**config.mk**
```make
export PLATFORM = sky130hd
export DESIGN_NAME = hpnp_div_cell
export DESIGN_NICKNAME = d
export VERILOG_FILES = /design/src/hw/rtl/height_perturbed_normal_pack_macros.svh /design/src/hw/rtl/hpnp_pkg.sv /design/src/hw/rtl/hpnp_div_cell.sv
export SDC_FILE = /design/constraint.sdc
export NUM_CORES = 1
export LEC_CHECK = 0
export BUFFER_PORTS_ARGS = -buffer_cell sky130_fd_sc_hd__buf_2
export CORE_AREA = 3 3 160 162
export CTS_BUF_LIST = sky130_fd_sc_hd__clkbuf_4
export DETAILED_ROUTE_END_ITERATION = 12
export DIE_AREA = 0 0 163 165
export PLACE_DENSITY = 0.8
export SYNTH_ARGS = -nofsm -noshare
export SYNTH_HDL_FRONTEND = slang
export SYNTH_SLANG_ARGS = --single-unit
export TNS_END_PERCENT = 50
```
**constraint.sdc**
```tcl
create_clock -name clk -period 1.4 [get_ports clk]
set_input_delay 0.14 -clock clk [delete_from_list [all_inputs] [get_ports clk]]
set_output_delay 0.14 -clock clk [all_outputs]
set_load 0.02 [all_outputs]
```
**src/hw/rtl/height_perturbed_normal_pack_macros.svh**
```systemverilog
// ---------------------------------------------------------------------------
// height_perturbed_normal_pack_macros
// Assertion macros shared by the normal packer RTL; empty under synthesis.
// ---------------------------------------------------------------------------
`ifndef HEIGHT_PERTURBED_NORMAL_PACK_MACROS_SVH
`define HEIGHT_PERTURBED_NORMAL_PACK_MACROS_SVH
`ifndef SYNTHESIS
// same-cycle implication
`define HPNP_ASSERT_NOW(lbl, clk, rst_n, ante, cons) \
	lbl: assert property (@(posedge clk) disable iff (!rst_n) (ante) |-> (cons)) \
		else $error("hpnp check failed");
// next-cycle implication
`define HPNP_ASSERT_NEXT(lbl, clk, rst_n, ante, cons) \
	lbl: assert property (@(posedge clk) disable iff (!rst_n) (ante) |=> (cons)) \
		else $error("hpnp check failed");
`else
`define HPNP_ASSERT_NOW(lbl, clk, rst_n, ante, cons)
`define HPNP_ASSERT_NEXT(lbl, clk, rst_n, ante, cons)
`endif
`endif

```
**src/hw/rtl/hpnp_pkg.sv**
```systemverilog
// ---------------------------------------------------------------------------
// hpnp_pkg
// Widths, register codes, word types and the byte-to-unit table.
// ---------------------------------------------------------------------------
`default_nettype none
package hpnp_pkg;

	localparam int FRAC_BITS = 12;
	localparam int UW = FRAC_BITS + 2;   // signed unit value
	localparam int SLW = FRAC_BITS + 2;  // slope magnitude
	localparam int NW = FRAC_BITS + 4;   // signed component
	localparam int AW = FRAC_BITS + 3;   // component magnitude
	localparam int RW = FRAC_BITS + 4;   // root width, one cell per bit
	localparam int SW = 2 * RW;          // sum of squares
	localparam int QW = FRAC_BITS + 1;   // quotient bits, one cell per bit
	localparam int PW = 18;              // height diff times strength
	localparam int XW = PW + FRAC_BITS + 1;
	localparam int YW = XW - 8;
	localparam int DIV_SH = YW + 8;
	localparam int CW = YW + 1;
	localparam longint unsigned RECIP = ((64'd1 << DIV_SH) + 64'd254) / 64'd255;
	localparam longint unsigned TINY_SQ = (64'd1 << (2 * FRAC_BITS)) / 64'd10000000000;
	localparam logic [UW-1:0] ONE_U = UW'(1) << FRAC_BITS;
	localparam int CFG_AW = 3;
	localparam int CFG_DW = 10;

	// register indexes
	typedef enum logic [CFG_AW-1:0] {
		REG_NORMAL   = 3'd0,
		REG_HEIGHT   = 3'd1,
		REG_ROUGH    = 3'd2,
		REG_STRENGTH = 3'd3,
		REG_DEF_RGH  = 3'd4
	} reg_idx_t;

	typedef struct packed {
		logic       normal_present;
		logic       height_present;
		logic       roughness_present;
		logic [9:0] slope_strength;
		logic [7:0] default_roughness;
	} cfg_t;

	// input word, last declared field (normal_x_in) in the low byte
	typedef struct packed {
		logic [7:0] rough_in;
		logic [7:0] height_up;
		logic [7:0] height_down;
		logic [7:0] height_right;
		logic [7:0] height_left;
		logic [7:0] normal_z_in;
		logic [7:0] normal_y_in;
		logic [7:0] normal_x_in;
	} tex_in_t;

	// per-texel data that rides along the cell chains; lane 0 x, 1 y, 2 z
	typedef struct packed {
		logic [2:0]         neg;
		logic [2:0][AW-1:0] mag;
		logic               degen;
		logic [7:0]         rough;
	} side_t;

	typedef struct packed {
		logic [RW+1:0] rem;
		logic [RW-1:0] root;
		logic [SW-1:0] rad;
		side_t         side;
	} sq_t;

	typedef struct packed {
		logic [2:0][RW:0] rem;
		logic [2:0][QW-1:0] low;
		logic [2:0][QW-1:0] q;
		logic [RW:0]        d;
		side_t              side;
	} dv_t;

	typedef logic signed [UW-1:0] unit_tbl_t [256];

	// round((2b-255) * 2^F / 255), half away from zero
	function automatic unit_tbl_t build_unit_tbl();
		unit_tbl_t t;
		longint m;
		longint a;
		longint q;
		for (int i = 0; i < 256; i++) begin
			m = 2 * i - 255;
			a = (m < 0) ? -m : m;
			q = ((a << FRAC_BITS) + 127) / 255;
			t[i] = UW'((m < 0) ? -q : q);
		end
		return t;
	endfunction

	localparam unit_tbl_t UNIT_TBL = build_unit_tbl();

endpackage
`default_nettype wire

```
**src/hw/rtl/hpnp_div_cell.sv**
```systemverilog
// ---------------------------------------------------------------------------
// hpnp_div_cell
// One quotient bit per cell for the three components against 2L.
// ---------------------------------------------------------------------------
`default_nettype none
module hpnp_div_cell (
	input  wire logic          clk,
	input  wire logic          arst_n,
	input  wire logic          en,
	input  wire logic          in_valid,
	input  wire hpnp_pkg::dv_t in_dv,
	output logic               out_valid,
	output hpnp_pkg::dv_t      out_dv
);

	localparam int RW = hpnp_pkg::RW;
	localparam int QW = hpnp_pkg::QW;

	logic [2:0][RW+1:0] rem_sh;
	logic [2:0] ge;

	// restoring step per lane
	always_comb begin
		for (int i = 0; i < 3; i++) begin
			rem_sh[i] = {in_dv.rem[i], in_dv.low[i][QW-1]};
			ge[i] = rem_sh[i] >= {1'b0, in_dv.d};
		end
	end

	always_ff @(posedge clk) begin
		if (en) begin
			for (int i = 0; i < 3; i++) begin
				out_dv.rem[i] <= ge[i] ? (RW+1)'(rem_sh[i] - {1'b0, in_dv.d})
				                       : (RW+1)'(rem_sh[i]);
				out_dv.low[i] <= {in_dv.low[i][QW-2:0], 1'b0};
				out_dv.q[i] <= {in_dv.q[i][QW-2:0], ge[i]};
			end
			out_dv.d <= in_dv.d;
			out_dv.side <= in_dv.side;
		end
	end

	always_ff @(posedge clk or negedge arst_n) begin
		if (!arst_n) begin
			out_valid <= 1'b0;
		end else if (en) begin
			out_valid <= in_valid;
		end
	end

endmodule
`default_nettype wire

```
==> flow_results.xml <==
<?xml version="1.0" encoding="UTF-8"?>
<metrics>
  <group name="synthesis">
    <metric name="synth.yosys.seq_area_share" unit="">0.632</metric>
    <metric name="mean_cell_area_of_the_mapped_netlist" unit="um^2">14.4</metric>
    <metric name="yosysWarnings" unit="">0</metric>
    <metric name="yosys_register_bits" unit="">201</metric>
    <metric name="synth-async-reset-ratio" unit="">0.00498</metric>
    <metric name="netlist_top_cells_area" unit="">sky130_fd_sc_hd__edfxtp_1 (63%), sky130_fd_sc_hd__ha_1 (6.7%), sky130_fd_sc_hd__a21oi_1 (2.7%)</metric>
    <metric name="post_synthesis_cells" unit="">664</metric>
    <metric name="synth_edf_count" unit="">200</metric>
    <metric name="post-synth-top-area-cell" unit="">sky130_fd_sc_hd__edfxtp_1</metric>
    <metric name="synth_area" unit="um^2">9540</metric>
    <metric name="synth.distinct_cells" unit="">72</metric>
    <metric name="synth-main-ff-cell" unit="">sky130_fd_sc_hd__edfxtp_1</metric>
    <metric name="synthDominantCellAreaShare" unit="">0.630</metric>
  </group>
  <group name="sta">
    <metric name="setup_violations_final" unit="">74</metric>
    <metric name="max_slew.worst_pin.slew" unit="ns">0.513</metric>
    <metric name="post-route-min-period" unit="ns">2.03</metric>
    <metric name="final_hold_viol_count" unit="">0</metric>
    <metric name="worst_slack" unit="ns">-0.626</metric>
    <metric name="final.setup_skew" unit="ns">0</metric>
    <metric name="relSlewSlack" unit="">0.657</metric>
    <metric name="fmax" unit="MHz">494</metric>
    <metric name="finalMaxSlewViolations" unit="">0</metric>
    <metric name="rsz0062_at_grt" unit="">true</metric>
    <metric name="whs" unit="ns">0.0364</metric>
    <metric name="min_period_over_period" unit="">1.45</metric>
  </group>
  <group name="power_and_ir_drop">
    <metric name="vdd.ir_drop.worst" unit="uV">722</metric>
    <metric name="power_density" unit="nW/um^2">1080</metric>
    <metric name="leakage" unit="nW">7.63</metric>
  </group>
  <group name="die">
    <metric name="die_width" unit="um">163</metric>
    <metric name="floorplan.die_area" unit="um^2">26900</metric>
    <metric name="initial_core_util" unit="">0.393</metric>
    <metric name="die_h" unit="um">165</metric>
    <metric name="floorplan.io_pins" unit="">411</metric>
    <metric name="placementRows" unit="">57</metric>
    <metric name="core" unit="um^2">24200</metric>
  </group>
  <group name="clock_network">
    <metric name="cts_num_sinks" unit="">201</metric>
    <metric name="cts.htree.levels" unit="">2</metric>
    <metric name="clk_pin_slew" unit="ns">0.08</metric>
    <metric name="cts_max_path_buffers" unit="">3</metric>
    <metric name="clk-insertion-delay-late" unit="ns">0.65</metric>
    <metric name="clockRootBuffer" unit="">sky130_fd_sc_hd__clkbuf_4</metric>
    <metric name="cts_buffers" unit="">54</metric>
    <metric name="tritoncts" unit="">built</metric>
  </group>
  <group name="outcome">
    <metric name="status" unit="">finished, violations left</metric>
    <metric name="failed_checks" unit="">negative setup slack</metric>
  </group>
  <group name="worst_setup_path">
    <metric name="critPathKind" unit="">input port to flip-flop</metric>
    <metric name="worstPathMaxFanout" unit="">8</metric>
    <metric name="cp_data_required_time" unit="ns">1.82</metric>
    <metric name="worstPathArrival" unit="ns">2.44</metric>
    <metric name="endpoint_kind" unit="">flip-flop</metric>
    <metric name="cp-start-kind" unit="">input port</metric>
  </group>
  <group name="detailed_routing">
    <metric name="dr_total_vias" unit="">9706</metric>
    <metric name="top_layer" unit="">met5</metric>
    <metric name="final_routed_wirelength_across_all_metal_layers" unit="um">43200</metric>
    <metric name="drc" unit="">0</metric>
    <metric name="detailed_route_wire_length_on_metal_1" unit="um">15600</metric>
    <metric name="detailedRoute.firstPassIterationCount" unit="">5</metric>
    <metric name="detailroute.wirelength.met3" unit="um">3720</metric>
    <metric name="ant_nets" unit="">0</metric>
    <metric name="avgViaCountPerCell" unit="">5.20</metric>
    <metric name="drt_first_iter_violations" unit="">834</metric>
    <metric name="dr_wl_met2" unit="um">21400</metric>
    <metric name="detail_route.wl_per_cell" unit="um">23.1</metric>
  </group>
  <group name="cells_and_area">
    <metric name="post_route_cells_drive_above_1_share" unit="">0.508</metric>
    <metric name="fillers" unit="">1614</metric>
    <metric name="layout.cells.most_common_list" unit="">sky130_fd_sc_hd__buf_2 (317), sky130_fd_sc_hd__dlygate4sd3_1 (204), sky130_fd_sc_hd__edfxtp_1 (200)</metric>
    <metric name="syn2layout_area_growth" unit="%">78.9</metric>
    <metric name="post-route-cell-area" unit="um^2">17100</metric>
    <metric name="finalNetCount" unit="">1768</metric>
    <metric name="layout_commonest_cell" unit="">sky130_fd_sc_hd__buf_2</metric>
  </group>
  <group name="placement">
    <metric name="port_buffers" unit="">404</metric>
    <metric name="hpwl_reported_at_the_end_of_detailed_placement" unit="um">27700</metric>
    <metric name="place_congestion" unit="">0.927</metric>
    <metric name="post_dp_cell_area" unit="um^2">13300</metric>
  </group>
  <group name="grt">
    <metric name="groute.usage.overall" unit="">0.292</metric>
    <metric name="grt_antenna_before_repair" unit="">9</metric>
    <metric name="grt_pass1_vias" unit="">9912</metric>
    <metric name="maximum_number_of_pins_on_one_net_before_global_route_repair" unit="">45</metric>
    <metric name="grt-ovfl-total" unit="">0</metric>
    <metric name="grt_first_pass_wirelength" unit="um">58500</metric>
  </group>
  <group name="run">
    <metric name="max_cap_viols" unit="">0</metric>
  </group>
  <group name="hold_path">
    <metric name="hold_class" unit="">input port to flip-flop</metric>
  </group>
</metrics>
[metrics by stage]
stage / setup slack [ns] / setup TNS (ns) / utilization / total power [W] / instances
3_5_place_dp: -1.36 / -66.74 / 0.549 / 0.0121 / 1549
2_1_floorplan: -1.17 / -54.09 / - / 0.0100 / 666
4_1_cts: -0.592 / -28.52 / 0.674 / 0.0178 / 1841
5_1_grt: -0.636 / -33.87 / 0.704 / 0.0191 / 1865
6_report: -0.626 / -28.24 / 0.704 / 0.0184 / 1867
3_3_place_gp: -1.29 / -63.75 / 0.549 / 0.0121 / 1549
[metal layers]
layer	track usage	vias to the layer above
met4	0.167	2
met3	0.0805	161
met5	0	-
met2	0.498	627
met1	0.329	4642
li1	-	4274
[registers in the layout (all words and copies together), names as in the netlist]
register   flops
out_valid      1
out_dv       200
[Yosys cell counts, types with 3 or more instances]
master,count
sky130_fd_sc_hd__edfxtp_1,200
sky130_fd_sc_hd__a21oi_1,51
sky130_fd_sc_hd__ha_1,51
sky130_fd_sc_hd__nand2_1,33
sky130_fd_sc_hd__inv_1,31
sky130_fd_sc_hd__nor2_1,29
sky130_fd_sc_hd__a21o_1,22
sky130_fd_sc_hd__xnor2_1,22
sky130_fd_sc_hd__o21ai_0,20
sky130_fd_sc_hd__mux2_2,18
sky130_fd_sc_hd__mux2_4,16
sky130_fd_sc_hd__xor2_1,14
sky130_fd_sc_hd__nand4_1,12
sky130_fd_sc_hd__o21a_1,12
sky130_fd_sc_hd__clkbuf_1,11
sky130_fd_sc_hd__nand3_1,10
sky130_fd_sc_hd__a211oi_1,7
sky130_fd_sc_hd__nor3_1,6
sky130_fd_sc_hd__o21bai_1,6
sky130_fd_sc_hd__mux2i_1,5
sky130_fd_sc_hd__o211ai_1,5
sky130_fd_sc_hd__and2_1,4
sky130_fd_sc_hd__a31oi_1,3
sky130_fd_sc_hd__buf_2,3
sky130_fd_sc_hd__buf_4,3
sky130_fd_sc_hd__buf_6,3
sky130_fd_sc_hd__fa_1,3
sky130_fd_sc_hd__o2111ai_1,3
[final timing paths]
path                             from     endpoint  slack (ns)  depth (start not counted)
max                         in_dv[58]  out_dv[202]       -0.63                         11
min                        in_dv[186]  out_dv[187]        0.04                          3
max reg2reg                 out_valid    out_valid        0.53                          1
min reg2reg                 out_valid    out_valid        0.69                          1
max in group asynchronous      arst_n    out_valid        0.97                          3
min in group asynchronous      arst_n    out_valid        0.32                          3
[final cells by class]
| cell class | count | area [um^2] | area share |
|---|---|---|---|
| repair buffers | 806 | 6280 | 0.368 |
| flip-flops and latches | 201 | 6030 | 0.353 |
| multi-input cells | 410 | 3560 | 0.208 |
| clock buffers | 73 | 548 | 0.0321 |
| well taps | 324 | 405 | 0.0238 |
| inverters | 33 | 161 | 0.00946 |
| clock inverters | 10 | 47.5 | 0.00279 |
| diodes | 9 | 22.5 | 0.00132 |
| repair inverters | 1 | 8.76 | 0.000513 |
[repair_timing]
item,CTS,global route
resized for setup,109,153
setup buffers,9,14
pin swaps,10,29
endpoints found under the setup margin,140,228
hold buffers,199,5
gates cloned,1,3
endpoints found under the hold margin,215,4
[critical path, stage by stage]
cell,delay [ns]
sky130_fd_sc_hd__buf_8,0.08
sky130_fd_sc_hd__clkinvlp_4,0.15
sky130_fd_sc_hd__buf_6,0.17
sky130_fd_sc_hd__buf_4,0.13
sky130_fd_sc_hd__buf_4,0.12
sky130_fd_sc_hd__ha_1,0.31
sky130_fd_sc_hd__nand4_1,0.11
sky130_fd_sc_hd__o41a_1,0.44
sky130_fd_sc_hd__a22o_4,0.33
sky130_fd_sc_hd__inv_6,0.12
sky130_fd_sc_hd__mux2_2,0.34
[cells by family after synthesis]
group,after synthesis,synth area share
buf+inv,55,0.0279
fa+ha+maj,54,0.0732
compound gates,166,0.122
simple gates,112,0.0595
mux,39,0.0517
other cells,1,0.000393
flops,201,0.632
xor+xnor,36,0.0331
[power by group]
| group | internal, W | switching [W] | leakage [nW] |
|---|---|---|---|
| combinational | 0.00282 | 0.00290 | 5.31 |
| sequential | 0.00736 | 0.000273 | 1.97 |
| clock | 0.00238 | 0.00266 | 0.357 |
| total | 0.0126 | 0.00583 | 7.63 |
No activity file was read; power rests on OpenSTA's default activity.
