--- src/hw/rtl/height_perturbed_normal_pack_macros.svh ---
// ---------------------------------------------------------------------------
// height_perturbed_normal_pack_macros
// Assertion macros shared by the normal packer RTL; empty under synthesis.
// ---------------------------------------------------------------------------
`ifndef HEIGHT_PERTURBED_NORMAL_PACK_MACROS_SVH
`define HEIGHT_PERTURBED_NORMAL_PACK_MACROS_SVH
`ifndef SYNTHESIS
// same-cycle implication
`define HPNP_ASSERT_NOW(lbl, clk, rst_n, ante, cons) \
	lbl: assert property (@(posedge clk) disable iff (!rst_n) (ante) |-> (cons)) \
		else $error("hpnp check failed");
// next-cycle implication
`define HPNP_ASSERT_NEXT(lbl, clk, rst_n, ante, cons) \
	lbl: assert property (@(posedge clk) disable iff (!rst_n) (ante) |=> (cons)) \
		else $error("hpnp check failed");
`else
`define HPNP_ASSERT_NOW(lbl, clk, rst_n, ante, cons)
`define HPNP_ASSERT_NEXT(lbl, clk, rst_n, ante, cons)
`endif
`endif

--- src/hw/rtl/hpnp_pkg.sv ---
// ---------------------------------------------------------------------------
// hpnp_pkg
// Widths, register codes, word types and the byte-to-unit table.
// ---------------------------------------------------------------------------
`default_nettype none
package hpnp_pkg;

	localparam int FRAC_BITS = 12;
	localparam int UW = FRAC_BITS + 2;   // signed unit value
	localparam int SLW = FRAC_BITS + 2;  // slope magnitude
	localparam int NW = FRAC_BITS + 4;   // signed component
	localparam int AW = FRAC_BITS + 3;   // component magnitude
	localparam int RW = FRAC_BITS + 4;   // root width, one cell per bit
	localparam int SW = 2 * RW;          // sum of squares
	localparam int QW = FRAC_BITS + 1;   // quotient bits, one cell per bit
	localparam int PW = 18;              // height diff times strength
	localparam int XW = PW + FRAC_BITS + 1;
	localparam int YW = XW - 8;
	localparam int DIV_SH = YW + 8;
	localparam int CW = YW + 1;
	localparam longint unsigned RECIP = ((64'd1 << DIV_SH) + 64'd254) / 64'd255;
	localparam longint unsigned TINY_SQ = (64'd1 << (2 * FRAC_BITS)) / 64'd10000000000;
	localparam logic [UW-1:0] ONE_U = UW'(1) << FRAC_BITS;
	localparam int CFG_AW = 3;
	localparam int CFG_DW = 10;

	// register indexes
	typedef enum logic [CFG_AW-1:0] {
		REG_NORMAL   = 3'd0,
		REG_HEIGHT   = 3'd1,
		REG_ROUGH    = 3'd2,
		REG_STRENGTH = 3'd3,
		REG_DEF_RGH  = 3'd4
	} reg_idx_t;

	typedef struct packed {
		logic       normal_present;
		logic       height_present;
		logic       roughness_present;
		logic [9:0] slope_strength;
		logic [7:0] default_roughness;
	} cfg_t;

	// input word, last declared field (normal_x_in) in the low byte
	typedef struct packed {
		logic [7:0] rough_in;
		logic [7:0] height_up;
		logic [7:0] height_down;
		logic [7:0] height_right;
		logic [7:0] height_left;
		logic [7:0] normal_z_in;
		logic [7:0] normal_y_in;
		logic [7:0] normal_x_in;
	} tex_in_t;

	// per-texel data that rides along the cell chains; lane 0 x, 1 y, 2 z
	typedef struct packed {
		logic [2:0]         neg;
		logic [2:0][AW-1:0] mag;
		logic               degen;
		logic [7:0]         rough;
	} side_t;

	typedef struct packed {
		logic [RW+1:0] rem;
		logic [RW-1:0] root;
		logic [SW-1:0] rad;
		side_t         side;
	} sq_t;

	typedef struct packed {
		logic [2:0][RW:0] rem;
		logic [2:0][QW-1:0] low;
		logic [2:0][QW-1:0] q;
		logic [RW:0]        d;
		side_t              side;
	} dv_t;

	typedef logic signed [UW-1:0] unit_tbl_t [256];

	// round((2b-255) * 2^F / 255), half away from zero
	function automatic unit_tbl_t build_unit_tbl();
		unit_tbl_t t;
		longint m;
		longint a;
		longint q;
		for (int i = 0; i < 256; i++) begin
			m = 2 * i - 255;
			a = (m < 0) ? -m : m;
			q = ((a << FRAC_BITS) + 127) / 255;
			t[i] = UW'((m < 0) ? -q : q);
		end
		return t;
	endfunction

	localparam unit_tbl_t UNIT_TBL = build_unit_tbl();

endpackage
`default_nettype wire

--- src/hw/rtl/hpnp_front.sv ---
// ---------------------------------------------------------------------------
// hpnp_front
// Unit values, height slope, components, squares and their sum (5 stages).
// ---------------------------------------------------------------------------
`default_nettype none
module hpnp_front (
	input  wire logic             clk,
	input  wire logic             arst_n,
	input  wire logic             en,
	input  wire logic             in_valid,
	input  wire hpnp_pkg::tex_in_t tin,
	input  wire hpnp_pkg::cfg_t   cfg,
	output logic                  out_valid,
	output hpnp_pkg::sq_t         out_sq
);

	localparam int F = hpnp_pkg::FRAC_BITS;
	localparam int UW = hpnp_pkg::UW;
	localparam int NW = hpnp_pkg::NW;
	localparam int AW = hpnp_pkg::AW;
	localparam int SW = hpnp_pkg::SW;
	localparam int PW = hpnp_pkg::PW;
	localparam int XW = hpnp_pkg::XW;
	localparam int YW = hpnp_pkg::YW;
	localparam int CW = hpnp_pkg::CW;
	localparam int SLW = hpnp_pkg::SLW;
	localparam logic [CW-1:0] RECIP = CW'(hpnp_pkg::RECIP);

	logic [4:0] v_q;

	// stage 1: table lookup and gradient products
	logic signed [8:0] dx, dy;
	logic [7:0] adx, ady;
	logic signed [UW-1:0] ux_s1, uy_s1, uz_s1;
	logic [PW-1:0] px_s1, py_s1;
	logic sgx_s1, sgy_s1;
	logic [7:0] rough_s1;

	assign dx = $signed({1'b0, tin.height_right}) - $signed({1'b0, tin.height_left});
	assign dy = $signed({1'b0, tin.height_up}) - $signed({1'b0, tin.height_down});
	assign adx = dx[8] ? 8'(-dx) : dx[7:0];
	assign ady = dy[8] ? 8'(-dy) : dy[7:0];

	always_ff @(posedge clk) begin
		if (en) begin
			if (cfg.normal_present) begin
				ux_s1 <= hpnp_pkg::UNIT_TBL[tin.normal_x_in];
				uy_s1 <= hpnp_pkg::UNIT_TBL[tin.normal_y_in];
				uz_s1 <= hpnp_pkg::UNIT_TBL[tin.normal_z_in];
			end else begin
				ux_s1 <= '0;
				uy_s1 <= '0;
				uz_s1 <= hpnp_pkg::ONE_U;
			end
			px_s1 <= cfg.height_present ? PW'(adx) * PW'(cfg.slope_strength) : '0;
			py_s1 <= cfg.height_present ? PW'(ady) * PW'(cfg.slope_strength) : '0;
			sgx_s1 <= dx[8];
			sgy_s1 <= dy[8];
			rough_s1 <= cfg.roughness_present ? tin.rough_in : cfg.default_roughness;
		end
	end

	// stage 2: divide by 65280 as a shift and a reciprocal multiply
	logic [XW-1:0] xx, xy;
	logic [YW+CW-1:0] mx, my;
	logic [SLW-1:0] slx_s2, sly_s2;
	logic signed [UW-1:0] ux_s2, uy_s2, uz_s2;
	logic sgx_s2, sgy_s2;
	logic [7:0] rough_s2;

	assign xx = {1'b0, px_s1, F'(0)} + XW'(32640);
	assign xy = {1'b0, py_s1, F'(0)} + XW'(32640);
	assign mx = YW'(xx >> 8) * RECIP;
	assign my = YW'(xy >> 8) * RECIP;

	always_ff @(posedge clk) begin
		if (en) begin
			slx_s2 <= mx[hpnp_pkg::DIV_SH +: SLW];
			sly_s2 <= my[hpnp_pkg::DIV_SH +: SLW];
			ux_s2 <= ux_s1;
			uy_s2 <= uy_s1;
			uz_s2 <= uz_s1;
			sgx_s2 <= sgx_s1;
			sgy_s2 <= sgy_s1;
			rough_s2 <= rough_s1;
		end
	end

	// stage 3: subtract the signed slope
	logic signed [NW-1:0] sx, sy;
	logic signed [NW-1:0] nx_s3, ny_s3, nz_s3;
	logic [7:0] rough_s3;

	assign sx = sgx_s2 ? -$signed(NW'(slx_s2)) : $signed(NW'(slx_s2));
	assign sy = sgy_s2 ? -$signed(NW'(sly_s2)) : $signed(NW'(sly_s2));

	always_ff @(posedge clk) begin
		if (en) begin
			nx_s3 <= NW'(ux_s2) - sx;
			ny_s3 <= NW'(uy_s2) - sy;
			nz_s3 <= NW'(uz_s2);
			rough_s3 <= rough_s2;
		end
	end

	// stage 4: magnitudes and squares
	logic [2:0][AW-1:0] mag;
	logic [2:0] neg;
	logic [2:0][AW-1:0] mag_s4;
	logic [2:0][2*AW-1:0] sq_s4;
	logic [2:0] neg_s4;
	logic [7:0] rough_s4;

	assign neg = {nz_s3[NW-1], ny_s3[NW-1], nx_s3[NW-1]};
	assign mag[0] = nx_s3[NW-1] ? AW'(-nx_s3) : AW'(nx_s3);
	assign mag[1] = ny_s3[NW-1] ? AW'(-ny_s3) : AW'(ny_s3);
	assign mag[2] = nz_s3[NW-1] ? AW'(-nz_s3) : AW'(nz_s3);

	always_ff @(posedge clk) begin
		if (en) begin
			for (int i = 0; i < 3; i++) begin
				sq_s4[i] <= mag[i] * mag[i];
			end
			mag_s4 <= mag;
			neg_s4 <= neg;
			rough_s4 <= rough_s3;
		end
	end

	// stage 5: sum of squares and the tiny-length test
	logic [SW-1:0] ssum;

	assign ssum = SW'(sq_s4[0]) + SW'(sq_s4[1]) + SW'(sq_s4[2]);

	always_ff @(posedge clk) begin
		if (en) begin
			out_sq.rem <= '0;
			out_sq.root <= '0;
			out_sq.rad <= ssum;
			out_sq.side.neg <= neg_s4;
			out_sq.side.mag <= mag_s4;
			out_sq.side.degen <= (ssum <= SW'(hpnp_pkg::TINY_SQ));
			out_sq.side.rough <= rough_s4;
		end
	end

	// valid shift
	always_ff @(posedge clk or negedge arst_n) begin
		if (!arst_n) begin
			v_q <= '0;
		end else if (en) begin
			v_q <= {v_q[3:0], in_valid};
		end
	end

	assign out_valid = v_q[4];

endmodule
`default_nettype wire

--- config.mk ---
export PLATFORM = sky130hd
export DESIGN_NAME = hpnp_front
export DESIGN_NICKNAME = d
export VERILOG_FILES = /design/src/hw/rtl/height_perturbed_normal_pack_macros.svh /design/src/hw/rtl/hpnp_pkg.sv /design/src/hw/rtl/hpnp_front.sv
export SDC_FILE = /design/constraint.sdc
export NUM_CORES = 2
export LEC_CHECK = 0
export BUFFER_PORTS_ARGS = -buffer_cell sky130_fd_sc_hd__buf_2
export CORE_ASPECT_RATIO = 0.9
export CORE_MARGIN = 10
export CORE_UTILIZATION = 33
export CTS_BUF_LIST = sky130_fd_sc_hd__clkbuf_16
export CTS_CLUSTER_DIAMETER = 50
export DETAILED_ROUTE_END_ITERATION = 8
export GPL_ROUTABILITY_DRIVEN = 0
export PLACE_DENSITY_LB_ADDON = 0.08
export SLEW_MARGIN = 20
export SYNTH_ARGS = -nofsm -noshare
export SYNTH_HDL_FRONTEND = slang
export SYNTH_SLANG_ARGS = --single-unit
export TNS_END_PERCENT = 30
--- constraint.sdc ---
create_clock -name clk -period 21.6 [get_ports clk]
set_clock_uncertainty 0.2 [all_clocks]
set_input_delay 4.32 -clock clk [delete_from_list [all_inputs] [get_ports clk]]
set_output_delay 4.32 -clock clk [all_outputs]
set_load 0.005 [all_outputs]
==> results.ini <==
[timing]
slew_viol_final=0
timing.final.crit_period_ns=11.25
worst_slew_margin_rel=0.3349
holdWs_ns=0.2071
fin_setup_tns_ns=0
tightestPinTransition_ns=0.9928
min_period_over_period=0.5207
rsz0062_at_grt=no
finalSetupViolations=0
final_hold_viol_count=0
fmaxAchievable_mhz=88.92

[min_path]
worstHoldPathCells=0
worst_hold_startpoint=rough_s2[3]
whs_endpoint=rough_s3[3]
min-delay-path-class=register to register

[placed_design]
postPlaceCellArea_um2=52090
port-buffer-count=178
dpl.hpwl_mm=90.19

[synthesis]
ys.flop_type=sky130_fd_sc_hd__edfxtp_1
ys_seq_elements=456
synth.top_cells.by_area=sky130_fd_sc_hd__edfxtp_1 (28%), sky130_fd_sc_hd__fa_1 (23%), sky130_fd_sc_hd__ha_1 (18%)
yosysWarningCount=0
synth_sequential_area_ratio=0.2811
post_synthesis_instance_area_um2=48630
post_synth.cell_area_avg_um2=10.55
netlist_instances=4611
netlist.area_leader.share=0.2785
synth_edf_count=451
synth.distinct_cells=71
asyncSetResetFlopFracSynth=0.01096
post-synth-top-area-cell=sky130_fd_sc_hd__edfxtp_1

[floorplanning]
die_x_um=424.6
initial_core_util=0.3325
io_pins=213
core_area_um2=146300
std_cell_rows=133
fp.dieH_um=384.2
die_area_um2=163100

[clock_tree]
cts_buffer_depth=3
path_clk_slew_ns=0.06
cts_inserted_buffers=75
postCtsHoldBufs=0
cts_tree=done
post_cts_setup_buffers=0
cts-root-buf=sky130_fd_sc_hd__clkbuf_16
cts_resized=0
htreeDepth=3
clk-insertion-delay-late_ns=0.66
cts.sinks=456

[critical_path]
critPathTopFamily=adder cells
crit_required_ns=21.81
critical_path.max_fanout=10
worst_setup_path_end_kind=register
worst_ep_arrival_time_ns=11.46
kind_of_launch_point_of_the_worst_setup_path=input port
crit_type=input port to register
max_stage_delay_on_crit_path_ns=0.64
buffers_and_inverters_on_the_worst_path=6
endpoint_of_the_lowest_slack_register_to_register_path=sq_s4[59]
reg2regPathDepth=32
cpMaxStageDelayCell=sky130_fd_sc_hd__xnor2_1
crit-reg2reg-launch=ny_s3[0]
launching_element_of_the_worst_setup_path=tin[32]
reg2reg_slack_ns=12.05

[finish]
finish.instance_area_um2=54640
antenna_cells=0
layout.cells.most_common=sky130_fd_sc_hd__inv_1
areaGrowthSynthToFinish_pct=12.36
drive_gt1_frac=0.07706
fillCellCount=14640
finished_core_util=0.3735
final_cell_mix=sky130_fd_sc_hd__inv_1 (915), sky130_fd_sc_hd__ha_1 (690), sky130_fd_sc_hd__fa_1 (553)
final_net_count=6214

[route]
drc_errors=0
detail_route.wirelength_mm=110.4
drt.antenna.violating_nets=0
wire_per_inst_um=16.00
num_vias=31250
avgViaCountPerCell=4.529
dr.first_iter.drc_count=1301
drtPass1Iterations=4

[grt]
grt_pass1_vias=33040
globalRouteTotalUtil=0.1378
grt_pass1_wl_mm=180.4
grt_antenna_before_repair=12
grt.overflow.total=0
grt_start_max_net_pins=94

[flow_run]
cap_viol_max_count=0

[run_status]
run_status=finished, final reports clean

==> stage by stage <==
stage / worst slack, ns / std cells
final: 10.35 / 6901
after global routing: 9.761 / 6901
after CTS: 10.42 / 6901
after detailed placement: 9.697 / 6762
after global placement: 9.686 / 6762
after floorplan: 10.55 / 4678
==> synthesized netlist by cell type (14+ instances only) <==
| master | n |
|---|---|
| sky130_fd_sc_hd__and3_1 | 16 |
| sky130_fd_sc_hd__a211oi_1 | 15 |
| sky130_fd_sc_hd__a31oi_1 | 16 |
| sky130_fd_sc_hd__buf_4 | 34 |
| sky130_fd_sc_hd__nand4_1 | 24 |
| sky130_fd_sc_hd__o21ai_0 | 106 |
| sky130_fd_sc_hd__clkbuf_1 | 60 |
| sky130_fd_sc_hd__a21oi_1 | 150 |
| sky130_fd_sc_hd__fa_1 | 553 |
| sky130_fd_sc_hd__nand3_1 | 44 |
| sky130_fd_sc_hd__nor3_1 | 42 |
| sky130_fd_sc_hd__mux2_2 | 16 |
| sky130_fd_sc_hd__o21a_1 | 23 |
| sky130_fd_sc_hd__xor2_1 | 113 |
| sky130_fd_sc_hd__or3_1 | 21 |
| sky130_fd_sc_hd__nand2_1 | 335 |
| sky130_fd_sc_hd__inv_1 | 912 |
| sky130_fd_sc_hd__xnor2_1 | 193 |
| sky130_fd_sc_hd__o31ai_1 | 25 |
| sky130_fd_sc_hd__ha_1 | 690 |
| sky130_fd_sc_hd__o21bai_1 | 26 |
| sky130_fd_sc_hd__and2_1 | 105 |
| sky130_fd_sc_hd__nor2b_1 | 84 |
| sky130_fd_sc_hd__edfxtp_1 | 451 |
| sky130_fd_sc_hd__a21o_1 | 68 |
| sky130_fd_sc_hd__or4_1 | 14 |
| sky130_fd_sc_hd__nand2b_1 | 61 |
| sky130_fd_sc_hd__nor2_1 | 261 |
==> flip-flops by register name, indices dropped and copies added, names as in the netlist, 16 cells and up <==
register  flops
ny_s3        16
sq_s4        84
nx_s3        16
py_s1        18
px_s1        18
mag_s4       45
out_sq       89
==> metal layers <==
metal / wire [um] / GRT usage
met1: 52300 / 0.1861
met2: 51730 / 0.2280
met3: 3359 / 0.02258
met4: 2970 / 0.03743
met5: 63 / 0
==> how the worst max path moves through the flow <==
| stage | cells past startpoint | slack (ns) | end |
|---|---|---|---|
| 2_1_floorplan | 30 | 10.55 | px_s1[16] |
| 3_3_place_gp | 31 | 9.69 | px_s1[16] |
| 3_5_place_dp | 31 | 9.70 | px_s1[16] |
| 4_1_cts | 31 | 10.42 | px_s1[16] |
| 5_1_grt | 30 | 9.76 | px_s1[16] |
| 6_report | 31 | 10.35 | px_s1[16] |
==> kinds of logic (layout without fill, tap and decap cells) <==
group,count (synthesis),count (layout),share of synthesized area
DFF,456,456,0.2811
buffers and inverters,1016,1282,0.08105
other,2,69,0.0001544
AOI/OAI and AO/OA,520,520,0.06949
xor gates and xnor gates,306,306,0.05511
muxes,19,19,0.004322
adders and majority gates,1243,1243,0.4052
and+or+nand+nor,1049,1049,0.1036
==> layout make-up <==
| type | count | area (um2) | area share |
|---|---|---|---|
| Clock inverter | 63 | 646.9 | 0.01184 |
| Timing Repair Buffer | 222 | 1231 | 0.02253 |
| Inverter | 921 | 3457 | 0.06327 |
| Sequential cell | 456 | 13670 | 0.2501 |
| Clock buffer | 76 | 1902 | 0.03481 |
| Tap cell | 1957 | 2449 | 0.04481 |
| Multi-Input combinational cell | 3206 | 31290 | 0.5726 |
Power is not shown: default switching activity piles up to over one toggle a cycle in this logic, so the estimate is an artifact.
