File: src/hw/rtl/height_perturbed_normal_pack_macros.svh
// ---------------------------------------------------------------------------
// height_perturbed_normal_pack_macros
// Assertion macros shared by the normal packer RTL; empty under synthesis.
// ---------------------------------------------------------------------------
`ifndef HEIGHT_PERTURBED_NORMAL_PACK_MACROS_SVH
`define HEIGHT_PERTURBED_NORMAL_PACK_MACROS_SVH
`ifndef SYNTHESIS
// same-cycle implication
`define HPNP_ASSERT_NOW(lbl, clk, rst_n, ante, cons) \
	lbl: assert property (@(posedge clk) disable iff (!rst_n) (ante) |-> (cons)) \
		else $error("hpnp check failed");
// next-cycle implication
`define HPNP_ASSERT_NEXT(lbl, clk, rst_n, ante, cons) \
	lbl: assert property (@(posedge clk) disable iff (!rst_n) (ante) |=> (cons)) \
		else $error("hpnp check failed");
`else
`define HPNP_ASSERT_NOW(lbl, clk, rst_n, ante, cons)
`define HPNP_ASSERT_NEXT(lbl, clk, rst_n, ante, cons)
`endif
`endif

File: src/hw/rtl/hpnp_pkg.sv
// ---------------------------------------------------------------------------
// hpnp_pkg
// Widths, register codes, word types and the byte-to-unit table.
// ---------------------------------------------------------------------------
`default_nettype none
package hpnp_pkg;

	localparam int FRAC_BITS = 12;
	localparam int UW = FRAC_BITS + 2;   // signed unit value
	localparam int SLW = FRAC_BITS + 2;  // slope magnitude
	localparam int NW = FRAC_BITS + 4;   // signed component
	localparam int AW = FRAC_BITS + 3;   // component magnitude
	localparam int RW = FRAC_BITS + 4;   // root width, one cell per bit
	localparam int SW = 2 * RW;          // sum of squares
	localparam int QW = FRAC_BITS + 1;   // quotient bits, one cell per bit
	localparam int PW = 18;              // height diff times strength
	localparam int XW = PW + FRAC_BITS + 1;
	localparam int YW = XW - 8;
	localparam int DIV_SH = YW + 8;
	localparam int CW = YW + 1;
	localparam longint unsigned RECIP = ((64'd1 << DIV_SH) + 64'd254) / 64'd255;
	localparam longint unsigned TINY_SQ = (64'd1 << (2 * FRAC_BITS)) / 64'd10000000000;
	localparam logic [UW-1:0] ONE_U = UW'(1) << FRAC_BITS;
	localparam int CFG_AW = 3;
	localparam int CFG_DW = 10;

	// register indexes
	typedef enum logic [CFG_AW-1:0] {
		REG_NORMAL   = 3'd0,
		REG_HEIGHT   = 3'd1,
		REG_ROUGH    = 3'd2,
		REG_STRENGTH = 3'd3,
		REG_DEF_RGH  = 3'd4
	} reg_idx_t;

	typedef struct packed {
		logic       normal_present;
		logic       height_present;
		logic       roughness_present;
		logic [9:0] slope_strength;
		logic [7:0] default_roughness;
	} cfg_t;

	// input word, last declared field (normal_x_in) in the low byte
	typedef struct packed {
		logic [7:0] rough_in;
		logic [7:0] height_up;
		logic [7:0] height_down;
		logic [7:0] height_right;
		logic [7:0] height_left;
		logic [7:0] normal_z_in;
		logic [7:0] normal_y_in;
		logic [7:0] normal_x_in;
	} tex_in_t;

	// per-texel data that rides along the cell chains; lane 0 x, 1 y, 2 z
	typedef struct packed {
		logic [2:0]         neg;
		logic [2:0][AW-1:0] mag;
		logic               degen;
		logic [7:0]         rough;
	} side_t;

	typedef struct packed {
		logic [RW+1:0] rem;
		logic [RW-1:0] root;
		logic [SW-1:0] rad;
		side_t         side;
	} sq_t;

	typedef struct packed {
		logic [2:0][RW:0] rem;
		logic [2:0][QW-1:0] low;
		logic [2:0][QW-1:0] q;
		logic [RW:0]        d;
		side_t              side;
	} dv_t;

	typedef logic signed [UW-1:0] unit_tbl_t [256];

	// round((2b-255) * 2^F / 255), half away from zero
	function automatic unit_tbl_t build_unit_tbl();
		unit_tbl_t t;
		longint m;
		longint a;
		longint q;
		for (int i = 0; i < 256; i++) begin
			m = 2 * i - 255;
			a = (m < 0) ? -m : m;
			q = ((a << FRAC_BITS) + 127) / 255;
			t[i] = UW'((m < 0) ? -q : q);
		end
		return t;
	endfunction

	localparam unit_tbl_t UNIT_TBL = build_unit_tbl();

endpackage
`default_nettype wire

File: src/hw/rtl/hpnp_root_cell.sv
// ---------------------------------------------------------------------------
// hpnp_root_cell
// One root bit per cell: brings down two radicand bits and tries 4r+1.
// ---------------------------------------------------------------------------
`default_nettype none
module hpnp_root_cell (
	input  wire logic          clk,
	input  wire logic          arst_n,
	input  wire logic          en,
	input  wire logic          in_valid,
	input  wire hpnp_pkg::sq_t in_sq,
	output logic               out_valid,
	output hpnp_pkg::sq_t      out_sq
);

	localparam int RW = hpnp_pkg::RW;
	localparam int SW = hpnp_pkg::SW;

	logic [RW+1:0] rem_sh, trial;
	logic ge;

	// trial subtract
	assign rem_sh = {in_sq.rem[RW-1:0], in_sq.rad[SW-1 -: 2]};
	assign trial = {in_sq.root, 2'b01};
	assign ge = rem_sh >= trial;

	always_ff @(posedge clk) begin
		if (en) begin
			out_sq.rem <= ge ? (rem_sh - trial) : rem_sh;
			out_sq.root <= {in_sq.root[RW-2:0], ge};
			out_sq.rad <= {in_sq.rad[SW-3:0], 2'b00};
			out_sq.side <= in_sq.side;
		end
	end

	always_ff @(posedge clk or negedge arst_n) begin
		if (!arst_n) begin
			out_valid <= 1'b0;
		end else if (en) begin
			out_valid <= in_valid;
		end
	end

endmodule
`default_nettype wire

File: config.mk
export PLATFORM = sky130hd
export DESIGN_NAME = hpnp_root_cell
export DESIGN_NICKNAME = d
export VERILOG_FILES = /design/src/hw/rtl/height_perturbed_normal_pack_macros.svh /design/src/hw/rtl/hpnp_pkg.sv /design/src/hw/rtl/hpnp_root_cell.sv
export SDC_FILE = /design/constraint.sdc
export NUM_CORES = 1
export LEC_CHECK = 0
export BUFFER_PORTS_ARGS = -buffer_cell sky130_fd_sc_hd__buf_2
export CAP_MARGIN = 0
export CORE_UTILIZATION = 35
export DETAILED_ROUTE_END_ITERATION = 16
export PLACE_DENSITY = 0.67
export SETUP_SLACK_MARGIN = 0.5
export SYNTH_ARGS = -nofsm -noshare
export SYNTH_HDL_FRONTEND = slang
export SYNTH_SLANG_ARGS = --single-unit
File: constraint.sdc
create_clock -name clk -period 0.8 [get_ports clk]
set_clock_uncertainty 0.1 [all_clocks]
set_input_delay 0.04 -clock clk [delete_from_list [all_inputs] [get_ports clk]]
set_output_delay 0.04 -clock clk [all_outputs]
set_load 0.02 [all_outputs]
==> results of run 1 <==
-- sequential cells by signal, indices dropped and copies added, names as in the netlist --
| register | count |
|---|---|
| out_sq | 121 |
| out_valid | 1 |
-- layout by cell type, fill, tap and decap left out, types with 4 or more instances in the layout --
master and n:
a21o_1 4, a21oi_1 8, a21oi_2 4, a21oi_4 4
buf_12 6, buf_16 8, buf_2 131, buf_4 60
buf_6 123, buf_8 6, clkbuf_16 18, clkinv_4 5
edfxtp_1 121, ha_1 4, ha_4 14, inv_1 7
inv_2 6, inv_6 4, mux2_4 11, nand2_1 8
nand2_4 4, nand3_2 5, nor2_1 8, o211ai_1 5
o21a_1 9, o21ai_0 7, o21ai_2 4, xnor2_1 6
xor2_1 6
-- cell type report --
class                   instances  area [sq um]
diodes                          1          2.50
clock buffers                  17           425
clock inverters                15           173
fillers                       960          4740
inverters                      19          96.3
multi-input cells             157          1600
flip-flops and latches        122          3660
well taps                     180           225
repair buffers                336          2960
repair inverters                1          8.76
-- stage by stage --
step | hold slack, ps | utilization, % | setup WS [ps] | power (mW) | setup TNS (ps)
global placement | -285 | 50.1 | -1620 | 11.3 | -43590
CTS | -322 | 61.5 | -1040 | 19.9 | -55080
detailed placement | -281 | 50.1 | -1660 | 11.3 | -44470
global route | -323 | 65.8 | -1100 | 21.0 | -58170
finish | -300 | 65.9 | -1060 | 20.4 | -52800
floorplan | -356 | - | -1510 | 9.75 | -25660
-- what timing repair did --
action	CTS	global route
cloned	7	1
pin swaps	17	20
setup buffers	11	9
setup endpoints to repair	263	162
endpoints found under the hold margin	232	237
resized for setup	193	141
-- critical path, cell delays in order --
cell and delay [ps]:
buf_8 90, inv_8 30, ha_4 270, nand3_4 70, or3_4 370, o41a_1 360, o21ai_4 170, nor2_4 90
clkinv_4 120, mux2_4 310
-- worst paths after layout --
check                              endpoint  cells after the start
min in group asynchronous         out_valid                      2
max in group asynchronous         out_valid                      2
worst max register to register    out_valid                      2
worst min register to register    out_valid                      2
worst max-delay path            out_sq[113]                     10
worst min-delay path             out_sq[91]                      1
-- cell usage after synthesis, drive strengths merged, types with 6 or more instances --
cell type,n
inv,19
mux2,11
a21oi,16
o21a,10
ha,18
xnor2,7
edfxtp,121
xor2,6
nand2,14
nor2,10
o21ai,14
nand3,8
-- logic make-up after synthesis --
group / Yosys count / synth area share [%]
flip-flops: 122 / 73.6
AO/OA/AOI/OAI: 66 / 8.96
AND/OR/NAND/NOR: 47 / 4.63
buffers and inverters: 25 / 2.79
adder cells (fa/ha/maj): 18 / 4.53
XOR/XNOR: 13 / 2.29
multiplexers: 11 / 3.10
other: 1 / 0.0755
-- routing by layer --
layer | global-route usage [%] | wire, microns | up-vias
li1 | - | - | 1878
met2 | 39.6 | 8990 | 174
met1 | 22.6 | 5740 | 1964
met4 | 8.41 | 392 | 0
met3 | 7.52 | 1360 | 25
met5 | 0 | 0 | -
-- power by group --
part	leakage (nW)	switching, mW	internal [mW]
clock	0.293	2.82	4.89
sequential	1.19	0.252	7.71
combinational	2.45	2.27	2.43
==> impl_metrics.toml, run 1 <==
[sta]
drv_slew = 0
max_freq_mhz = 537
hold_violations = 222
finalCritPeriodShare_pct = 233
rsz0062_at_grt = "true"
fin_hold_ws_ps = -300
timing.final.ws_setup_ps = -1060
setup_viol = 142
fin_crit_ps = 1860

[worst_setup_path]
critical_path_class = "input pin to register"
crit_required_ps = 860
start_kind = "input pin"
reg2reg_slack_ps = -200
r2r_start = "out_valid"
cp_max_fo = 6
crit_arrival_ps = 1920
crit_start = "in_sq[102]"
cp-end-kind = "register"

[route]
drc = 0
drt-total-wl_microns = 16500
via_count = 4041
ant_nets = 0
drt_iter0_drc = 235
wl_per_cell_microns = 19.4
firstDrtPassIters = 4
viasPerCell = 4.77

[layout]
synthToLayoutAreaGrowth_pct = 84.0
num-nets-final = 799
drive_gt1_share_pct = 66.1
fin_area_sq_mm = 0.00914
instances_no_fill = 848

[cts]
cts.reportedPaths.clkPinSlew_ps = 60
hold_buffers = 1
cts.sinks = 122
cts-root-buf = "clkbuf_16"
clk_latency_ps = 410
numCtsBuffers = 17
htree_levels = 4
cts_tree = "done"
cts_max_path_buffers = 2

[synthesis]
synth.distinct_cells = 46
synthTopCellsByArea = "edfxtp_1 73%, ha_1 4.5%, mux2_4 2.4%"
synthesis.area_sq_mm = 0.00497
syn_avg_cell_area_sq_um = 16.4
yosysTopAreaCellShare_pct = 73.1
yosys.area.top_type = "edfxtp_1"
async_flop_share_pct = 0.820
synth_cells = 303
yosysWarningCount = 0
ys_seq_area_share_pct = 73.6
synth_flop_cell = "edfxtp_1"
synth-seq-cells = 122
synth_edf_count = 121

[placement]
dpl-instance-area_sq_mm = 0.00695
place_inst = 786
hpwl_microns = 11300
port_buffers = 246
gp_congestion = 0.894

[global_route]
grt_max_degree = 17
antenna_found_initial = 1
grtUsageTotal_pct = 21.7
gr-total-overflow = 0
grt_pass1_wl_microns = 22600
grt_pass1_vias = 4000

[run_status]
violations = "negative hold slack, negative setup slack"
outcome = "finished with violations"

[floorplan]
ios = 251
dieWidth_microns = 121
row_count = 43
die_height_microns = 121
start_util_pct = 35.8
core_area_sq_mm = 0.0139
dieArea_sq_mm = 0.0147

[pwr]
p_leak_nw = 3.94
ir_drop_uv = 1410
powerDensity_mw_per_mm2 = 2230

[worst_hold_path]
min-delay-start = "in_sq[90]"
hold_path.class = "input pin to register"

[flow_run]
drv_cap = 0
(Power assumes the default switching activity.)
==> run 2, diff against run 1 <==
--- a/config.mk
+++ b/config.mk
@@ -8,6 +8,7 @@
 export BUFFER_PORTS_ARGS = -buffer_cell sky130_fd_sc_hd__buf_2
 export CAP_MARGIN = 0
 export CORE_UTILIZATION = 35
+export CTS_BUF_LIST = sky130_fd_sc_hd__clkbuf_8
 export DETAILED_ROUTE_END_ITERATION = 16
 export PLACE_DENSITY = 0.67
 export SETUP_SLACK_MARGIN = 0.5
==> run 2 against run 1 <==
Compared with the run above: the run still ends with negative hold slack, negative setup slack left; setup slack better by 22 ps; sequential cell count unchanged; total power down 10%; utilization down 1.8 points; critical path type unchanged; largest cell class unchanged.
==> impl_metrics.toml, run 2 (same netlist as run 1, synthesis figures left out) <==
[sta]
fin_crit_ps = 1840
rsz0062_at_grt = "true"
drv_slew = 0
timing.final.ws_setup_ps = -1040
fin_hold_ws_ps = -336
setup_viol = 142
max_freq_mhz = 543
hold_violations = 210
finalCritPeriodShare_pct = 230

[route]
drc = 0
viasPerCell = 4.83
drt-total-wl_microns = 16900
drt_iter0_drc = 247
via_count = 4089
ant_nets = 0
firstDrtPassIters = 5
wl_per_cell_microns = 19.9

[layout]
num-nets-final = 798
drive_gt1_share_pct = 65.8
reg_top3 = "out_sq x121, out_valid x1"
largest_reg_flops = 121
seq_area_sq_mm = 0.00366
instances_no_fill = 846
final_common_cell = "buf_2"
multi_input_comb_area_sq_mm = 0.00154
num-fill-cells = 998
synthToLayoutAreaGrowth_pct = 79.0
antennaDiodeCount = 0
layout_common_cells = "131 x buf_2, 123 x buf_6, 121 x edfxtp_1"
largest-register = "out_sq"

[worst_setup_path]
reg2reg_slack_ps = -130
cp_max_fo = 6
cp-end-kind = "register"
start_kind = "input pin"
crit_arrival_ps = 1930
critical_path_class = "input pin to register"
crit_required_ps = 880

[floorplan]
dieWidth_microns = 121
start_util_pct = 35.8
row_count = 43
ios = 251
die_height_microns = 121
dieArea_sq_mm = 0.0147
core_area_sq_mm = 0.0139

[global_route]
antenna_found_initial = 1
grt_pass1_vias = 4032
gr-total-overflow = 0
grt_pass1_wl_microns = 22500
grt_max_degree = 17
grtUsageTotal_pct = 21.5

[pwr]
seq_power_share_pct = 43.5
intPower_mw = 13.2
p_sw_mw = 5.13
combPwrFrac_pct = 25.4
p_leak_nw = 3.84
powerDensity_mw_per_mm2 = 2060
switching_share_pct = 28.0
power_frac_clock_pct = 31.1
ir_drop_uv = 996

[placement]
port_buffers = 246
gp_congestion = 0.894
hpwl_microns = 11300
place_inst = 786

[cts]
numCtsBuffers = 17
cts_tree = "done"
cts_max_path_buffers = 2
cts-root-buf = "clkbuf_8"
cts.reportedPaths.clkPinSlew_ps = 80
htree_levels = 4
clk_latency_ps = 440
hold_buffers = 1
cts.sinks = 122

[run_status]
outcome = "finished with violations"
violations = "negative hold slack, negative setup slack"

[flow_run]
drv_cap = 0

[worst_hold_path]
hold_path.class = "input pin to register"
## run 2: final timing paths
check,start,cells past startpoint,end
worst max-delay path,in_sq[113],9,out_sq[113]
worst min-delay path,in_sq[50],1,out_sq[50]
worst max register to register,out_valid,1,out_valid
worst min register to register,out_valid,1,out_valid
max in group asynchronous,arst_n,2,out_valid
min in group asynchronous,arst_n,2,out_valid
## run 2: worst max-delay path: stages
cell      delay [ps]
buf_4            130
ha_4             280
nand2_4           50
or3_4            380
o41a_1           360
o21ai_4          180
nor2_4            80
clkinv_4         120
mux2_4           310
## run 2: final cells by class
class,count,share of cell area [%]
Clock buffer,17,2.63
Sequential cell,122,41.1
Multi-Input combinational cell,157,17.3
Timing Repair inverter,1,0.0984
Tap cell,180,2.53
Clock inverter,15,1.94
Timing Repair Buffer,335,33.3
Inverter,19,0.998
## run 2: repair_timing
action | 4_1_cts | 5_1_grt
gates resized for setup | 187 | 132
setup buffers | 13 | 5
gates cloned | 6 | 3
endpoints found under the setup margin | 263 | 207
pin swaps | 17 | 16
hold endpoints to repair | 231 | 221
## run 2: through the flow
step | TNS (ps) | power, mW | instance area, sq um | utilization (%) | setup WS [ps]
after CTS | -59710 | 17.9 | 8360 | 60.2 | -1000
final | -56830 | 18.3 | 8900 | 64.1 | -1040
after global placement | -43590 | 11.3 | 6950 | 50.1 | -1620
after floorplan | -25660 | 9.75 | 5050 | - | -1510
after detailed placement | -44470 | 11.3 | 6950 | 50.1 | -1660
after global routing | -63260 | 19.0 | 8900 | 64.1 | -1060
## run 2: layer usage
layer | vias to the layer above | global-route usage [%] | part of all wire, %
li1 | 1872 | - | -
met1 | 1996 | 22.8 | 34
met2 | 192 | 39.5 | 55
met3 | 27 | 6.86 | 8.1
met4 | 2 | 8.18 | 2.6
met5 | - | 0 | 0.077
## run 2: power groups by stage
stage	clock [mW]	sequential (mW)	combinational, mW
floorplan	0	8.73	1.02
global placement	0	7.94	3.31
detailed placement	0	7.96	3.36
CTS	5.79	7.90	4.18
global route	6.06	8.01	4.88
finish	5.70	7.96	4.65
==> run 3, diff against run 2 <==
--- a/config.mk
+++ b/config.mk
@@ -11,7 +11,7 @@
 export CTS_BUF_LIST = sky130_fd_sc_hd__clkbuf_8
 export DETAILED_ROUTE_END_ITERATION = 16
 export PLACE_DENSITY = 0.67
-export SETUP_SLACK_MARGIN = 0.5
+export SETUP_SLACK_MARGIN = 0.4
 export SYNTH_ARGS = -nofsm -noshare
 export SYNTH_HDL_FRONTEND = slang
 export SYNTH_SLANG_ARGS = --single-unit
==> run 3 against run 2 <==
Compared with the run above: the flow still finishes with violations (negative hold slack, negative setup slack); final area fell by 4.1%; die area did not move; critical path depth did not move; hold slack improved by 8.4 ps; wire length fell by 4.2%; combinational power fell by 4.9%; setup slack got worse by 4.5 ps; non-clock buffer count fell by 14; maximum frequency fell by 0.24%; largest power group unchanged; highest routed layer unchanged.
==> impl_metrics.toml, run 3 (same netlist as run 1, synthesis figures left out) <==
[route]
wl_met2_microns = 8880
routed.top_layer = "met5"
drc = 0
drt-total-wl_microns = 16200
via_count = 4026
firstDrtPassIters = 4
drt_iter0_drc = 234
wl_met1_microns = 5700
wl_per_cell_microns = 19.4
viasPerCell = 4.84
ant_nets = 0
route.met3.wl_microns = 1290

[floorplan]
ios = 251
dieWidth_microns = 121
core_area_sq_mm = 0.0139
dieArea_sq_mm = 0.0147
start_util_pct = 35.8
row_count = 43
die_height_microns = 121

[worst_setup_path]
crit_arrival_ps = 1920
crit_family = "compound AO/OA/AOI/OAI gates"
cp-end-kind = "register"
cp_slowest_stage_delay_ps = 380
start_kind = "input pin"
critical_path_class = "input pin to register"
crit_chain = "buf_4, ha_4, nand2_4, or3_4, o41a_1, o21ai_4, nor2_4, clkinv_4, mux2_4"
critPathBufInv = 2
crit_start = "in_sq[113]"
cp_max_fo = 6
r2r_start = "out_valid"
crit_slowest_cell = "or3_4"
crit_required_ps = 880

[cts]
htree_levels = 4
numCtsBuffers = 17
cts_max_path_buffers = 2
hold_buffers = 1
cts.sinks = 122
cts-root-buf = "clkbuf_8"
cts_tree = "done"
clk_latency_ps = 420
cts.reportedPaths.clkPinSlew_ps = 80

[sta]
finalCritPeriodShare_pct = 231
fin_crit_ps = 1850
drv_slew = 0
fin_hold_ws_ps = -328
hold_violations = 135
rsz0062_at_grt = "true"
setup_viol = 142
max_freq_mhz = 542
timing.final.ws_setup_ps = -1050

[placement]
port_buffers = 246
post-place-ws_ps = -1660
place_inst = 786
dpl-instance-area_sq_mm = 0.00695
hpwl_microns = 11300
gp_congestion = 0.894

[layout]
synthToLayoutAreaGrowth_pct = 71.8
layout_common_cells = "132 x buf_2, 121 x edfxtp_1, 118 x buf_6"
num-fill-cells = 1050
largest-register = "out_sq"
num-nets-final = 784
largest_reg_flops = 121
reg_top3 = "out_sq x121, out_valid x1"
antennaDiodeCount = 0
instances_no_fill = 832
drive_gt1_share_pct = 65.0
fin_util_pct = 61.5
final_common_cell = "buf_2"
fin_area_sq_mm = 0.00854

[pwr]
ir_drop_uv = 963
powerDensity_mw_per_mm2 = 2110
p_leak_nw = 3.67

[run_status]
violations = "negative hold slack, negative setup slack"
outcome = "finished with violations"

[global_route]
grtUsageTotal_pct = 20.7
antenna_found_initial = 1
grt_pass1_wl_microns = 21700
grt_pass1_vias = 3953
gr-total-overflow = 0
grt_max_degree = 22

[flow_run]
drv_cap = 0

[worst_hold_path]
min-delay-start = "in_sq[101]"
hold_path.class = "input pin to register"
==> run 3: cell count changes in the layout (fill, tap and decap cells not counted), sizes merged <==
cell    previous run  this run
clkbuf            20        18
buf              331       319
==> run 3: power breakdown <==
group	internal, mW	total (mW)	switching [mW]
clock network	3.08	5.65	2.56
registers	7.70	7.96	0.258
logic	2.23	4.42	2.19
==> run 3: layout make-up <==
cell class,instances,area (sq um),share of cell area [%]
clock inverters,15,173,2.02
clock buffers,17,234,2.74
well taps,180,225,2.64
repair buffers,321,2610,30.5
multi-input cells,157,1540,18.1
flip-flops and latches,122,3660,42.9
inverters,19,86.3,1.01
repair inverters,1,8.76,0.103
==> run 3: what timing repair did <==
| action | CTS | global route |
|---|---|---|
| resized for setup | 169 | 130 |
| endpoints found under the setup margin | 261 | 147 |
| endpoints found under the hold margin | 243 | 239 |
| buffers inserted | 6 | 5 |
| pin swaps | 17 | 14 |
| gates cloned | 1 | 1 |
==> run 3: path summary, 6_finish.rpt <==
path                            slack (ps)  cells past startpoint           to
worst max-delay path                 -1050                      9  out_sq[113]
worst min-delay path                  -330                      1  out_sq[102]
worst max register to register        -100                      1    out_valid
worst min register to register         460                      1    out_valid
max in group asynchronous              690                      2    out_valid
min in group asynchronous             -180                      2    out_valid
==> run 3: metal layers <==
layer,GRT usage [%],vias to the layer above
li1,-,1841
met1,21.5,1982
met2,37.8,180
met3,7.14,21
met4,8.56,2
met5,0,-
==> run 3: metrics by stage <==
step                      setup TNS, ps  hold slack, ps  power (mW)
after detailed placement         -44470            -281        11.3
after floorplan                  -25660            -356        9.75
after global routing             -62540            -358        18.7
final                            -55540            -328        18.0
after CTS                        -59710            -366        17.7
after global placement           -43590            -285        11.3
